## config.mk

```make
export PLATFORM = sky130hd
export DESIGN_NAME = matrix_keypad_scan_debounce_queue
export DESIGN_NICKNAME = d
export VERILOG_FILES = /design/src/rtl/kpsd_pkg.sv /design/src/rtl/kpsd_front.sv /design/src/rtl/kpsd_link.sv /design/src/rtl/kpsd_back.sv /design/src/rtl/matrix_keypad_scan_debounce_queue.sv
export SDC_FILE = /design/constraint.sdc
export NUM_CORES = 1
export LEC_CHECK = 0
export CAP_MARGIN = 25
export CORE_MARGIN = 2
export CORE_UTILIZATION = 62
export CTS_CLUSTER_DIAMETER = 30
export DETAILED_ROUTE_END_ITERATION = 10
export DONT_BUFFER_PORTS = 1
export GPL_ROUTABILITY_DRIVEN = 1
export PLACE_DENSITY = 0.86
export SLEW_MARGIN = 10
export SYNTH_ARGS = -nofsm -noshare
export SYNTH_HDL_FRONTEND = slang
export SYNTH_SLANG_ARGS = --single-unit
export TNS_END_PERCENT = 50
```

## constraint.sdc

```tcl
create_clock -name clk_i -period 5.6 [get_ports clk_i]
set_clock_uncertainty 0.1 [all_clocks]
set_input_delay 0.56 -clock clk_i [delete_from_list [all_inputs] [get_ports clk_i]]
set_output_delay 0.56 -clock clk_i [all_outputs]
set_load 0.01 [all_outputs]
```

## src/rtl/kpsd_pkg.sv

```systemverilog
// ----------------------------------------------------------------------------
// kpsd_pkg
// Types, constants and the key table shared by the keypad scan blocks.
// ----------------------------------------------------------------------------
package kpsd_pkg;

  localparam int QUEUE_DEPTH = 8;
  localparam int QCNT_W      = $clog2(QUEUE_DEPTH + 1);
  localparam int NUM_CFG     = 6;
  localparam int CFG_IDX_W   = 3;
  localparam int NUM_COLS    = 4;

  localparam logic [4:0] MULTI_KEY   = 5'd31;
  localparam logic [9:0] BUZZ_MULTI  = 10'd600;
  localparam logic [9:0] BUZZ_SINGLE = 10'd30;
  localparam logic [2:0] EVAL_PHASE  = 3'd4;

  localparam logic [CFG_IDX_W-1:0] CFG_ESCAPE = 3'd0;
  localparam logic [CFG_IDX_W-1:0] CFG_UP     = 3'd1;
  localparam logic [CFG_IDX_W-1:0] CFG_DOWN   = 3'd2;
  localparam logic [CFG_IDX_W-1:0] CFG_LEFT   = 3'd3;
  localparam logic [CFG_IDX_W-1:0] CFG_RIGHT  = 3'd4;
  localparam logic [CFG_IDX_W-1:0] CFG_ENTER  = 3'd5;

  typedef logic [NUM_CFG-1:0][7:0] cfg_codes_t;

  typedef struct packed {
    logic [3:0] row_pins;
    logic       key_taken;
  } in_item_t;

  typedef struct packed {
    logic [1:0] next_column;
    logic       key_ready;
    logic [7:0] key_char;
    logic [9:0] buzz_min_ticks;
    logic [3:0] queue_fill;
  } out_item_t;

  typedef enum logic [1:0] {
    CL_NONE,
    CL_ONE,
    CL_MULTI
  } closure_e;

  // One classified scan round, passed from the front end to the back end.
  typedef struct packed {
    logic       eval;
    closure_e   kind;
    logic [4:0] code;
    logic [1:0] next_col;
    logic       key_taken;
  } round_t;

  function automatic logic [7:0] map_key(input logic [4:0] k, input cfg_codes_t codes);
    logic [7:0] ch;
    unique case (k)
      5'd1:    ch = 8'h31;
      5'd2:    ch = 8'h32;
      5'd3:    ch = 8'h33;
      5'd4:    ch = codes[CFG_ESCAPE];
      5'd5:    ch = 8'h34;
      5'd6:    ch = 8'h35;
      5'd7:    ch = 8'h36;
      5'd8:    ch = codes[CFG_UP];
      5'd9:    ch = 8'h37;
      5'd10:   ch = 8'h38;
      5'd11:   ch = 8'h39;
      5'd12:   ch = codes[CFG_DOWN];
      5'd13:   ch = codes[CFG_LEFT];
      5'd14:   ch = 8'h30;
      5'd15:   ch = codes[CFG_RIGHT];
      5'd16:   ch = codes[CFG_ENTER];
      default: ch = 8'h00;
    endcase
    return ch;
  endfunction

endpackage

```

## src/rtl/kpsd_front.sv

```systemverilog
// ----------------------------------------------------------------------------
// kpsd_front
// Tracks the scan phase and classifies the row closures of each round.
// ----------------------------------------------------------------------------
module kpsd_front
  import kpsd_pkg::*;
(
  input  logic     clk_i,
  input  logic     rst_ni,
  input  logic     accept_i,
  input  in_item_t item_i,
  output round_t   round_o
);

  logic [2:0] phase_q, phase_d;
  logic [3:0] closed;
  logic [1:0] row_sel;
  logic       is_eval;

  assign is_eval = (phase_q == EVAL_PHASE);
  assign closed  = ~item_i.row_pins;

  always_comb begin
    row_sel = 2'd0;
    for (int r = NUM_COLS - 1; r >= 0; r--) begin
      if (closed[r]) row_sel = 2'(r);
    end
  end

  always_comb begin
    round_o.eval      = is_eval;
    round_o.key_taken = item_i.key_taken;
    round_o.code      = {1'b0, row_sel, phase_q[1:0]} + 5'd1;
    round_o.next_col  = (phase_q < 3'd3) ? phase_q[1:0] + 2'd1 : 2'd0;
    if (is_eval || closed == 4'd0) begin
      round_o.kind = CL_NONE;
    end else if ((closed & (closed - 4'd1)) == 4'd0) begin
      round_o.kind = CL_ONE;
    end else begin
      round_o.kind = CL_MULTI;
    end
  end

  assign phase_d = is_eval ? 3'd0 : phase_q + 3'd1;

  always_ff @(posedge clk_i or negedge rst_ni) begin
    if (!rst_ni) begin
      phase_q <= 3'd0;
    end else if (accept_i) begin
      phase_q <= phase_d;
    end
  end

endmodule

```

## src/rtl/kpsd_link.sv

```systemverilog
// ----------------------------------------------------------------------------
// kpsd_link
// Two-entry queue carrying classified rounds from front end to back end.
// ----------------------------------------------------------------------------
module kpsd_link
  import kpsd_pkg::*;
(
  input  logic   clk_i,
  input  logic   rst_ni,
  input  logic   push_i,
  input  round_t data_i,
  output logic   full_o,
  input  logic   pop_i,
  output logic   avail_o,
  output round_t data_o
);

  round_t     mem_q [2];
  logic       wr_ptr_q, rd_ptr_q;
  logic [1:0] cnt_q, cnt_d;

  assign full_o  = (cnt_q == 2'd2);
  assign avail_o = (cnt_q != 2'd0);
  assign data_o  = mem_q[rd_ptr_q];

  assign cnt_d = cnt_q + {1'b0, push_i} - {1'b0, pop_i};

  always_ff @(posedge clk_i or negedge rst_ni) begin
    if (!rst_ni) begin
      wr_ptr_q <= 1'b0;
      rd_ptr_q <= 1'b0;
      cnt_q    <= 2'd0;
    end else begin
      if (push_i) wr_ptr_q <= ~wr_ptr_q;
      if (pop_i) rd_ptr_q <= ~rd_ptr_q;
      cnt_q <= cnt_d;
    end
  end

  always_ff @(posedge clk_i) begin
    if (push_i) mem_q[wr_ptr_q] <= data_i;
  end

endmodule

```

## src/rtl/kpsd_back.sv

```systemverilog
// ----------------------------------------------------------------------------
// kpsd_back
// Scan accumulation, two-scan debounce, key queue and character hold.
// ----------------------------------------------------------------------------
module kpsd_back
  import kpsd_pkg::*;
(
  input  logic                 clk_i,
  input  logic                 rst_ni,
  input  logic                 cfg_we_i,
  input  logic [CFG_IDX_W-1:0] cfg_idx_i,
  input  logic [7:0]           cfg_data_i,
  input  logic                 avail_i,
  input  round_t               round_i,
  output logic                 pop_o,
  output logic                 out_valid_o,
  input  logic                 out_stall_i,
  output out_item_t            out_item_o
);

  cfg_codes_t        codes_q;
  logic [4:0]        cur_q, cur_d, prev_q, prev_d, older_q, older_d;
  logic [QCNT_W-1:0] cnt_q, cnt_d, cnt_push;
  logic [7:0]        held_q, held_d, held_clr;
  logic [4:0]        kq_q [QUEUE_DEPTH];
  logic [4:0]        kq_push [QUEUE_DEPTH];
  logic [4:0]        kq_d [QUEUE_DEPTH];
  logic              out_valid_q;
  out_item_t         out_q, out_d;
  logic              fire, press, push, pop;
  logic [9:0]        buzz;

  assign fire  = avail_i && (!out_valid_q || !out_stall_i);
  assign pop_o = fire;

  always_comb begin
    held_clr = round_i.key_taken ? 8'd0 : held_q;
    cur_d    = cur_q;
    prev_d   = prev_q;
    older_d  = older_q;
    buzz     = 10'd0;
    push     = 1'b0;
    press    = 1'b0;
    if (!round_i.eval) begin
      case (round_i.kind)
        CL_ONE:   cur_d = (cur_q != 5'd0) ? MULTI_KEY : round_i.code;
        CL_MULTI: cur_d = MULTI_KEY;
        default:  cur_d = cur_q;
      endcase
    end else begin
      press = (cur_q != 5'd0) && (prev_q == cur_q) && (older_q != cur_q);
      if (press) begin
        if (cur_q == MULTI_KEY) begin
          buzz = BUZZ_MULTI;
        end else if (cnt_q < QCNT_W'(QUEUE_DEPTH)) begin
          push = 1'b1;
          buzz = BUZZ_SINGLE;
        end
      end
      older_d = prev_q;
      prev_d  = cur_q;
      cur_d   = 5'd0;
    end

    for (int i = 0; i < QUEUE_DEPTH; i++) begin
      kq_push[i] = (push && cnt_q == QCNT_W'(i)) ? cur_q : kq_q[i];
    end
    cnt_push = cnt_q + QCNT_W'(push);
    pop      = (held_clr == 8'd0) && (cnt_push != '0);
    held_d   = pop ? map_key(kq_push[0], codes_q) : held_clr;
    for (int i = 0; i < QUEUE_DEPTH; i++) begin
      if (!pop) begin
        kq_d[i] = kq_push[i];
      end else if (i + 1 < QUEUE_DEPTH) begin
        kq_d[i] = kq_push[i + 1];
      end else begin
        kq_d[i] = 5'd0;
      end
    end
    cnt_d = cnt_push - QCNT_W'(pop);

    out_d.next_column    = round_i.next_col;
    out_d.key_ready      = (held_d != 8'd0);
    out_d.key_char       = held_d;
    out_d.buzz_min_ticks = buzz;
    out_d.queue_fill     = 4'(32'(cnt_d));
  end

  always_ff @(posedge clk_i or negedge rst_ni) begin
    if (!rst_ni) begin
      codes_q[CFG_ESCAPE] <= 8'd27;
      codes_q[CFG_UP]     <= 8'd128;
      codes_q[CFG_DOWN]   <= 8'd129;
      codes_q[CFG_LEFT]   <= 8'd130;
      codes_q[CFG_RIGHT]  <= 8'd131;
      codes_q[CFG_ENTER]  <= 8'd13;
      cur_q       <= 5'd0;
      prev_q      <= 5'd0;
      older_q     <= 5'd0;
      cnt_q       <= '0;
      held_q      <= 8'd0;
      out_valid_q <= 1'b0;
    end else begin
      if (cfg_we_i && cfg_idx_i < CFG_IDX_W'(NUM_CFG)) begin
        codes_q[cfg_idx_i] <= cfg_data_i;
      end
      if (fire) begin
        cur_q   <= cur_d;
        prev_q  <= prev_d;
        older_q <= older_d;
        cnt_q   <= cnt_d;
        held_q  <= held_d;
      end
      out_valid_q <= fire || (out_valid_q && out_stall_i);
    end
  end

  always_ff @(posedge clk_i) begin
    if (fire) begin
      out_q <= out_d;
      kq_q  <= kq_d;
    end
  end

  assign out_valid_o = out_valid_q;
  assign out_item_o  = out_q;

  a_cnt_bound: assert property (@(posedge clk_i) disable iff (!rst_ni)
    cnt_q <= QCNT_W'(QUEUE_DEPTH))
    else $error("key queue count above depth");

  a_buzz_eval: assert property (@(posedge clk_i) disable iff (!rst_ni)
    (out_valid_q && out_q.buzz_min_ticks != 10'd0) |-> out_q.next_column == 2'd0)
    else $error("buzz requested outside an evaluation round");

  a_no_grow: assert property (@(posedge clk_i) disable iff (!rst_ni)
    (fire && !round_i.eval) |=> cnt_q <= $past(cnt_q))
    else $error("key queue grew in a scan round");

  a_ready_char: assert property (@(posedge clk_i) disable iff (!rst_ni)
    out_valid_q |-> (out_q.key_ready == (out_q.key_char != 8'd0)))
    else $error("key_ready disagrees with key_char");

endmodule

```

## src/rtl/matrix_keypad_scan_debounce_queue.sv

```systemverilog
// ----------------------------------------------------------------------------
// matrix_keypad_scan_debounce_queue
// 4x4 keypad scanner with two-scan debounce and a queue of pressed keys.
// ----------------------------------------------------------------------------
// Each input item is one scan round: the active-low row levels of the column
// driven now and a key_taken flag that clears the held character. Four scan
// rounds are followed by one evaluation round; every round yields exactly one
// result item with the column to drive next, the held character, the buzz
// request and the fill of the key queue.
// Input and output use valid/stall. An accepted item is written into the
// link queue and its result is registered in the back end; one item per
// cycle is sustained while out_stall_i is low. A two-entry queue sits
// between the classifying front end and the back end, so a stalled receiver
// backs up into it; in_stall_o rises when it is full. Reset clears all scan
// state, empties the key queue, drops the held character and loads the
// default key codes. Code registers must be written by the user through
// cfg_we_i / cfg_idx_i / cfg_data_i only while idle; the block does not check.
// ----------------------------------------------------------------------------
module matrix_keypad_scan_debounce_queue
  import kpsd_pkg::*;
(
  input  logic                 clk_i,
  input  logic                 rst_ni,
  input  logic                 in_valid_i,
  output logic                 in_stall_o,
  input  in_item_t             in_item_i,
  output logic                 out_valid_o,
  input  logic                 out_stall_i,
  output out_item_t            out_item_o,
  input  logic                 cfg_we_i,
  input  logic [CFG_IDX_W-1:0] cfg_idx_i,
  input  logic [7:0]           cfg_data_i
);

  logic   link_full, link_avail, link_pop, in_accept;
  round_t front_round, back_round;

  assign in_stall_o = link_full;
  assign in_accept  = in_valid_i && !link_full;

  kpsd_front u_front (
    .clk_i    (clk_i),
    .rst_ni   (rst_ni),
    .accept_i (in_accept),
    .item_i   (in_item_i),
    .round_o  (front_round)
  );

  kpsd_link u_link (
    .clk_i   (clk_i),
    .rst_ni  (rst_ni),
    .push_i  (in_accept),
    .data_i  (front_round),
    .full_o  (link_full),
    .pop_i   (link_pop),
    .avail_o (link_avail),
    .data_o  (back_round)
  );

  kpsd_back u_back (
    .clk_i       (clk_i),
    .rst_ni      (rst_ni),
    .cfg_we_i    (cfg_we_i),
    .cfg_idx_i   (cfg_idx_i),
    .cfg_data_i  (cfg_data_i),
    .avail_i     (link_avail),
    .round_i     (back_round),
    .pop_o       (link_pop),
    .out_valid_o (out_valid_o),
    .out_stall_i (out_stall_i),
    .out_item_o  (out_item_o)
  );

endmodule
```

Word level (Yosys, flattened, before mapping). Memories as Yosys holds them, arrays and structs flattened. Cells that the tools add are included.

Bitwise operators: 6. $add $sub $neg: 8. Muxes and demuxes: 40. Reductions and logical operators: 35. Equality and inequality tests: 30. Order comparisons: 5.

Operator list (count): $pmux W8 S16 (1); $mux W5 (18); $bwmux W48 (1); $eq A5 B4 Y1 const B (8); $demux W8 S3 (1); $mux W8 (3); $eq A5 B3 Y1 const B (4); $eq A4 B3 Y1 const B (4); $logic_and A1 B1 Y1 (16); $mux W2 (7); $logic_not A4 Y1 (3); $eq A5 B2 Y1 const B (2); $eq A5 B5 Y1 const B (2); $mux W10 (1); $pmux W5 S2 (1); $eq A4 B2 Y1 const B (2); $logic_not A8 Y1 (1); $reduce_bool A8 Y1 (1); $mux W1 (6); $reduce_and A2 Y1 (3); $add A4 B1 Y5 const B (1); $eq A5 B1 Y1 const B (1); $eq A5 B5 Y1 (1); $ne A5 B5 Y1 (1); 27 further kinds (35).

Register bits after elaboration: 148. Memories: 1. Memory bits (writable): 22. Word-level logic and storage cells: 155. Output and inout port bits: 27. Input bits: 21.

Memory list: u_link.mem_q (words 2, bits a word 11, read ports 1, clocked after Yosys merged registers in 0, write ports 1, line kpsd_link.sv:18) `round_t mem_q [2];`.

Longest topological paths before layout. Gate-level depths: netlist of run 1.

Depth in word-level cells: 11. Depth in mapped cells: 19. Depth with buffers taken out: 16.

By module. Synthesis of run 1 repeated with hierarchy kept, for this count alone.

Cells, all modules: 758. Area, all modules: 8373.0 um^2.

Modules (own cells, without submodules): kpsd_back (instances 1, area each 7014.2 um^2, cells an instance 667, seq. area each 3662.3 um^2); kpsd_link (instances 1, area each 1028.5 um^2, cells an instance 49, seq. area each 760.7 um^2); kpsd_front (instances 1, area each 316.6 um^2, cells an instance 41, seq. area each 75.1 um^2); matrix_keypad_scan_debounce_queue (instances 1, area each 13.8 um^2, cells an instance 1, seq. area each 0.0 um^2).

Worst setup path before layout of run 1. Ideal clock, no wire load.

Kind: reg-to-reg. From: register u_back.cur_q[4]. To: register u_back.kq_q[10] (netlist name) (data pin). Stages on the path, launching flop included: 18. Data arrival time: 3.641 ns. Path buffers: 3. Clock period less this slack: 3.996 ns. Slack: 1.604 ns. Required time: 5.245 ns. Library setup time: 0.255 ns. Cells stage by stage: dfrtp_1 buf_4 xor2_1 nor4_4 and4_1 buf_4 o21ai_2 or3b_4 inv_2 ha_1 ha_1 xor2_1 nor2_1 a32oi_1 clkbuf_1 o21ai_0 o22ai_1 nor2_1.

RTL lines: start: declaration (line kpsd_back.sv:22) `logic [4:0] cur_q, cur_d, prev_q, prev_d, older_q, older_d;`; start signal: assignment (line kpsd_back.sv:108) `cur_q <= cur_d;`; end signal: assignment (line kpsd_back.sv:121) `kq_q <= kq_d;`; end: declaration (line kpsd_back.sv:25) `logic [4:0] kq_q [QUEUE_DEPTH];`.

==> flow_metrics.tcl, run 1 <==
set metrics [dict create \
    yosysUniqueCellTypes 69 \
    path_delay_family "simple AND/OR/NAND/NOR gates" \
    fin_crit_ns 4.82 \
    diodes 0 \
    grt_use_total 0.288 \
    dp_hpwl_mm 13.2 \
    ir_worst_vdd_mv 0.504 \
    crit_path_frequent_cell "nor2_1" \
    critPathSlowestCell "dfrtp_1" \
    cts.hold.buffers_added 2 \
    synth_top_area_cell "edfxtp_1" \
    setup_tns_ns 0 \
    cts_buffers 17 \
    clock_latency_ns 0.43 \
    fin_crit_sh 0.860 \
    via_per_inst 6.56 \
    dr.pass1.iters 8 \
    yosysTopAreaCellShare 0.287 \
    cts_sinks 163 \
    cts_max_path_buffers 2 \
    synth_seq_area_share 0.536 \
    p_seq_frac 0.404 \
    drv_cap 0 \
    maxSlewViolCount 0 \
    crit_path_max_fanout 25 \
    startpoint_type "flop" \
    synthFlopType "edfxtp_1" \
    async_reset_ff_frac 0.509 \
    fillerInstances 939 \
    clkTransAtPathRegs_ns 0.06 \
    synthCells 769 \
    p_int_mw 3.66 \
    syn_area_sq_mm 0.00838 \
    grt_pass1_wl_mm 32.2 \
    ant_nets 0 \
    crit_type "flop to flop" \
    place_inst 921 \
    rsz0062_at_grt "no" \
    fmax_mhz 208 \
    p_comb_frac 0.391 \
    io_buffers 0 \
    finalWeightedCongestion 0.949 \
    final_cells 955 \
    run_status "completed" \
    clkPwrFrac 0.205 \
    cts_setup_buffers 0 \
    p_sw_mw 2.47 \
    cpPeakStageDelay_ns 0.73 \
    cts_root_buf "clkbuf_16" \
    tightestPinTransition_ns 0.922 \
    wl_per_cell_um 20.5 \
    crit_buf_inv 2 \
    ys_seq_elements 163 \
    synth_edf_count 80 \
    fin_nets 795 \
    power.leakage_nw 3.53 \
    timing_hold_violations_final 0 \
    htree_levels 4 \
    slew_headroom 0.383 \
    drive_gt1_frac 0.196 \
    core_area_sq_mm 0.0132 \
    end_kind "flop" \
    switching_share 0.404 \
    finalSetupViolations 0 \
    dr_total_vias 6264 \
    avgSynthCellArea_sq_um 10.9 \
    cts_tree "done" \
    num_rows 42 \
    place_ws_ns 0.839 \
    start_util 0.633 \
    antenna_found_initial 0 \
    drt-total-wl_mm 19.6 \
    dieArea_sq_mm 0.0145 \
    synth_area_leaders "edfxtp_1 (29%), dfrtp_1 (20%), mux2_2 (8.6%)" \
    cp.required_ns 5.79 \
    overflow 0 \
    drtIter0Drc 889 \
    yosysMostFrequentCell "nor2_1" \
    die_h_um 120 \
    setup_slack_ns 0.783 \
    post_cts_resized 0 \
    critPathArrivalTime_ns 5.00 \
    final_core_util 0.694 \
    p_per_area_mw_per_mm2 668 \
    drcViolationCount 0 \
    grt_pass1_vias 6295 \
    synth.top_cells.by_count "nor2_1 (105), edfxtp_1 (80), nand2_1 (77), dfrtp_1 (68), mux2_2 (64)" \
    path_cells "mux2i_1 -> nor4_4 -> and4_1 -> o21ai_2 -> or3b_4 -> inv_2 -> ha_1 -> ha_1 -> xor2_1 -> nor2_1 -> a32oi_2 -> buf_4 -> mux2i_1 -> nor2_1 -> nor2_1" \
    die_x_um 120 \
    synthToLayoutAreaGrowth_pct 9.57 \
    hold_class "input port to flop" \
    grt_start_max_net_pins 84 \
    yosysWarnings 0 \
    io_pins 48 \
]
==> final cells by class <==
class,instances,area [sq um],area share
flip-flops and latches,163,4500,0.490
multi-input cells,549,3620,0.395
clock buffers,19,453,0.0493
well taps,176,220,0.0240
clock inverters,13,180,0.0196
repair buffers,15,135,0.0147
inverters,20,75.1,0.00817
==> worst paths after layout <==
kind	from	to	slack [ns]	cells past startpoint
setup / recovery	u_link.rd_ptr_q	u_back.kq_q[23]	0.78	15
hold / removal	in_item_i[0]	u_link.mem_q[0][0]	0.12	0
setup reg to reg	u_link.rd_ptr_q	u_back.kq_q[23]	0.78	15
hold reg to reg	u_back.codes_q[28]	u_back.codes_q[28]	0.41	1
max in group asynchronous	rst_ni	u_back.codes_q[4]	4.45	2
min in group asynchronous	rst_ni	u_link.cnt_q[0]	0.61	2
==> sequential cells by signal (all words and copies together) (netlist names) <==
register	flops
u_link.rd_ptr_q	1
u_front.phase_q	3
u_back.older_q	5
u_back.out_valid_o	1
u_back.cnt_q	4
u_back.held_q	8
u_link.wr_ptr_q	1
u_back.cur_q	5
u_back.codes_q	48
u_back.kq_q	40
u_back.out_item_o	18
u_link.cnt_q	2
u_link.mem_q	22
u_back.prev_q	5
==> power by group through the flow <==
stage / sequential, mW / clock, mW / combinational [mW]
2_1_floorplan: 2.24 / 0 / 1.92
3_3_place_gp: 2.44 / 0 / 2.17
3_5_place_dp: 2.47 / 0 / 2.33
4_1_cts: 2.46 / 1.26 / 2.37
5_1_grt: 2.53 / 1.31 / 2.64
6_report: 2.48 / 1.26 / 2.40
==> cells in the final DEF (no fill, tap or decap), drive strengths merged, types with 5 or more instances in the layout <==
cell    netlist  layout
nor2        107     107
edfxtp       80      80
nand2        79      79
dfrtp        68      68
mux2         65      65
o21ai        38      38
a21oi        26      26
o22ai        25      25
nor3         25      25
inv          20      22
clkbuf       23      19
mux2i        18      18
nand2b       16      16
dfstp        15      15
buf          17      14
xnor2        13      13
a22oi        13      13
nand3        12      12
o31ai         9       9
xor2          9       9
ha            8       8
and3          6       6
a221oi        6       6
or2           6       6
a222oi        5       5
nor4          5       5
nand4         5       5
clkinv        0       5
==> logic make-up after synthesis <==
group           share of synthesized area
compound gates                      0.120
xor+xnor                           0.0230
fa+ha+maj                          0.0119
buf+inv                            0.0334
flops                               0.536
mux                                 0.109
other cells                      0.000447
simple gates                        0.166
==> per-stage QoR <==
| step | instance area [sq um] | hold WS, ns | power [mW] |
|---|---|---|---|
| floorplan | 8400 | 0.164 | 4.16 |
| global placement | 8520 | 0.168 | 4.61 |
| detailed placement | 8520 | 0.167 | 4.80 |
| CTS | 9190 | 0.105 | 6.09 |
| global route | 9190 | 0.100 | 6.48 |
| finish | 9190 | 0.119 | 6.13 |
==> layer usage <==
layer / track usage / part of all wire / routed length, um / vias to the layer above
met5: 0 / 0 / 0 / -
met4: 0.110 / 0.021 / 411 / 0
met3: 0.0788 / 0.088 / 1730 / 48
met2: 0.455 / 0.48 / 9360 / 350
met1: 0.382 / 0.41 / 8120 / 3064
li1: - / - / - / 2802
Power figures use the tool's default switching activity.
==> inputs of run 2 (changes only) <==
CORE_UTILIZATION = 40   (was 62)
MAX_ROUTING_LAYER = met4   (was default)
PLACE_DENSITY = 0.62   (was 0.86)
==> flow_metrics.tcl, run 2 (synthesized netlist as in run 1, its figures left out) <==
set metrics [dict create \
    finalHoldWorstSlack_ns 0.122 \
    dr.pass1.iters 5 \
    layout_commonest_cell "nor2_1" \
    fmax_mhz 236 \
    grt_start_max_net_pins 84 \
    die_x_um 149 \
    cts_sinks 163 \
    dr_total_vias 5875 \
    wl_per_cell_um 17.9 \
    hold_class "input port to flop" \
    clkTransAtPathRegs_ns 0.07 \
    drt-total-wl_mm 18.7 \
    tightestPinTransition_ns 0.989 \
    r2r-start "u_back.cur_q[2]" \
    setup_tns_ns 0 \
    startpoint_type "flop" \
    fin_nets 794 \
    io_buffers 0 \
    antenna_found_initial 0 \
    synthToLayoutAreaGrowth_pct 10.1 \
    finalWeightedCongestion 0.914 \
    power.leakage_nw 3.50 \
    finalSetupViolations 0 \
    start_util 0.410 \
    largest_reg_flops 48 \
    timing_hold_violations_final 0 \
    cp.required_ns 5.69 \
    run_status "completed" \
    largestRegisters "u_back.codes_q: 48 flops, u_back.kq_q: 40 flops, u_link.mem_q: 22 flops" \
    place_ws_ns 1.36 \
    drtIter0Drc 539 \
    diodes 0 \
    fin_crit_ns 4.24 \
    multi_input_area_sq_mm 0.00363 \
    rsz0062_at_grt "no" \
    power_mw 5.90 \
    num_rows 52 \
    critPathArrivalTime_ns 4.33 \
    min-delay-start "in_item_i[0]" \
    end_kind "flop" \
    grt_pass1_wl_mm 30.6 \
    ant_nets 0 \
    overflow 0 \
    cts_max_path_buffers 2 \
    maxSlewViolCount 0 \
    ir_worst_vdd_mv 0.327 \
    cts_buffers 17 \
    startpoint "u_back.cur_q[2]" \
    setup_slack_ns 1.36 \
    clock_latency_ns 0.44 \
    crit_path_max_fanout 32 \
    crit_type "flop to flop" \
    cts_setup_buffers 0 \
    dieArea_sq_mm 0.0221 \
    post_cts_resized 0 \
    drcViolationCount 0 \
    slew_headroom 0.338 \
    core_area_sq_mm 0.0204 \
    regArea_sq_mm 0.00450 \
    regMostFlops "u_back.codes_q" \
    die_h_um 149 \
    p_per_area_mw_per_mm2 639 \
    cts_root_buf "clkbuf_16" \
    via_per_inst 5.61 \
    io_pins 48 \
    grt_use_total 0.183 \
    htree_levels 4 \
    final_cell_mix "nor2_1 (105), edfxtp_1 (80), nand2_1 (77)" \
    drive_gt1_frac 0.199 \
    place_inst 1014 \
    fillerInstances 1894 \
    grt_pass1_vias 5641 \
    drv_cap 0 \
    cts_tree "done" \
    fin_crit_sh 0.758 \
    final_cells 1048 \
    dp_hpwl_mm 12.8 \
]
-- run 2: changes by cell type in the layout (fill, tap and decap cells not counted), moves of 2 or more --
| cell | previous run | this run |
|---|---|---|
| inv_6 | 2 | 5 |
| bufinv_16 | 4 | 0 |
| clkinv_2 | 3 | 1 |
| clkinv_4 | 1 | 4 |
| inv_8 | 0 | 2 |
-- run 2: power by group --
part	internal, mW	switching (mW)
clock	0.592	0.523
sequential	1.98	0.429
combinational	0.910	1.46
total	3.48	2.41
-- run 2: worst max-delay path: stages, from the launching register on --
cell	delay, ns
dfrtp_1	0.66
nor2_1	0.23
nand2_1	0.21
and4_1	0.37
o21ai_2	0.15
or3b_4	0.43
inv_2	0.08
ha_1	0.16
ha_1	0.16
xor2_1	0.21
nor2_1	0.10
a32oi_2	0.20
buf_4	0.34
o21ai_0	0.31
o22ai_1	0.23
nor2_1	0.06
-- run 2: area by class of cell --
type,instances,share of cell area
inverter,20,0.00813
sequential,163,0.487
tap,270,0.0366
multi-input combinational,549,0.394
clock buffer,18,0.0476
clock inverter,14,0.0129
timing repair buffer,14,0.0138
-- run 2: final timing paths --
check / slack (ns) / end / depth (start not counted)
setup / recovery: 1.36 / u_back.kq_q[10] / 15
max in group asynchronous: 4.45 / u_back.codes_q[15] / 2
setup reg to reg: 1.36 / u_back.kq_q[10] / 15
min in group asynchronous: 0.58 / u_back.held_q[0] / 2
hold / removal: 0.12 / u_link.mem_q[0][0] / 0
hold reg to reg: 0.41 / u_back.codes_q[2] / 1
-- run 2: per-stage QoR --
stage | utilization | cell area, sq um
floorplan | - | 8400
global placement | 0.423 | 8640
detailed placement | 0.423 | 8640
CTS | 0.452 | 9230
global route | 0.452 | 9230
finish | 0.452 | 9230
-- run 2: routing by layer --
metal,vias to the layer above,part of all wire,track usage
met5,-,0,-
met1,2891,0.48,0.260
met3,12,0.051,0.0370
li1,2803,-,-
met2,169,0.46,0.269
met4,0,0.0093,0.0476
-- run 2: repair_timing --
item,CTS,global route
endpoints found under the setup margin,0,0
hold endpoints to repair,83,0
hold buffers,2,0
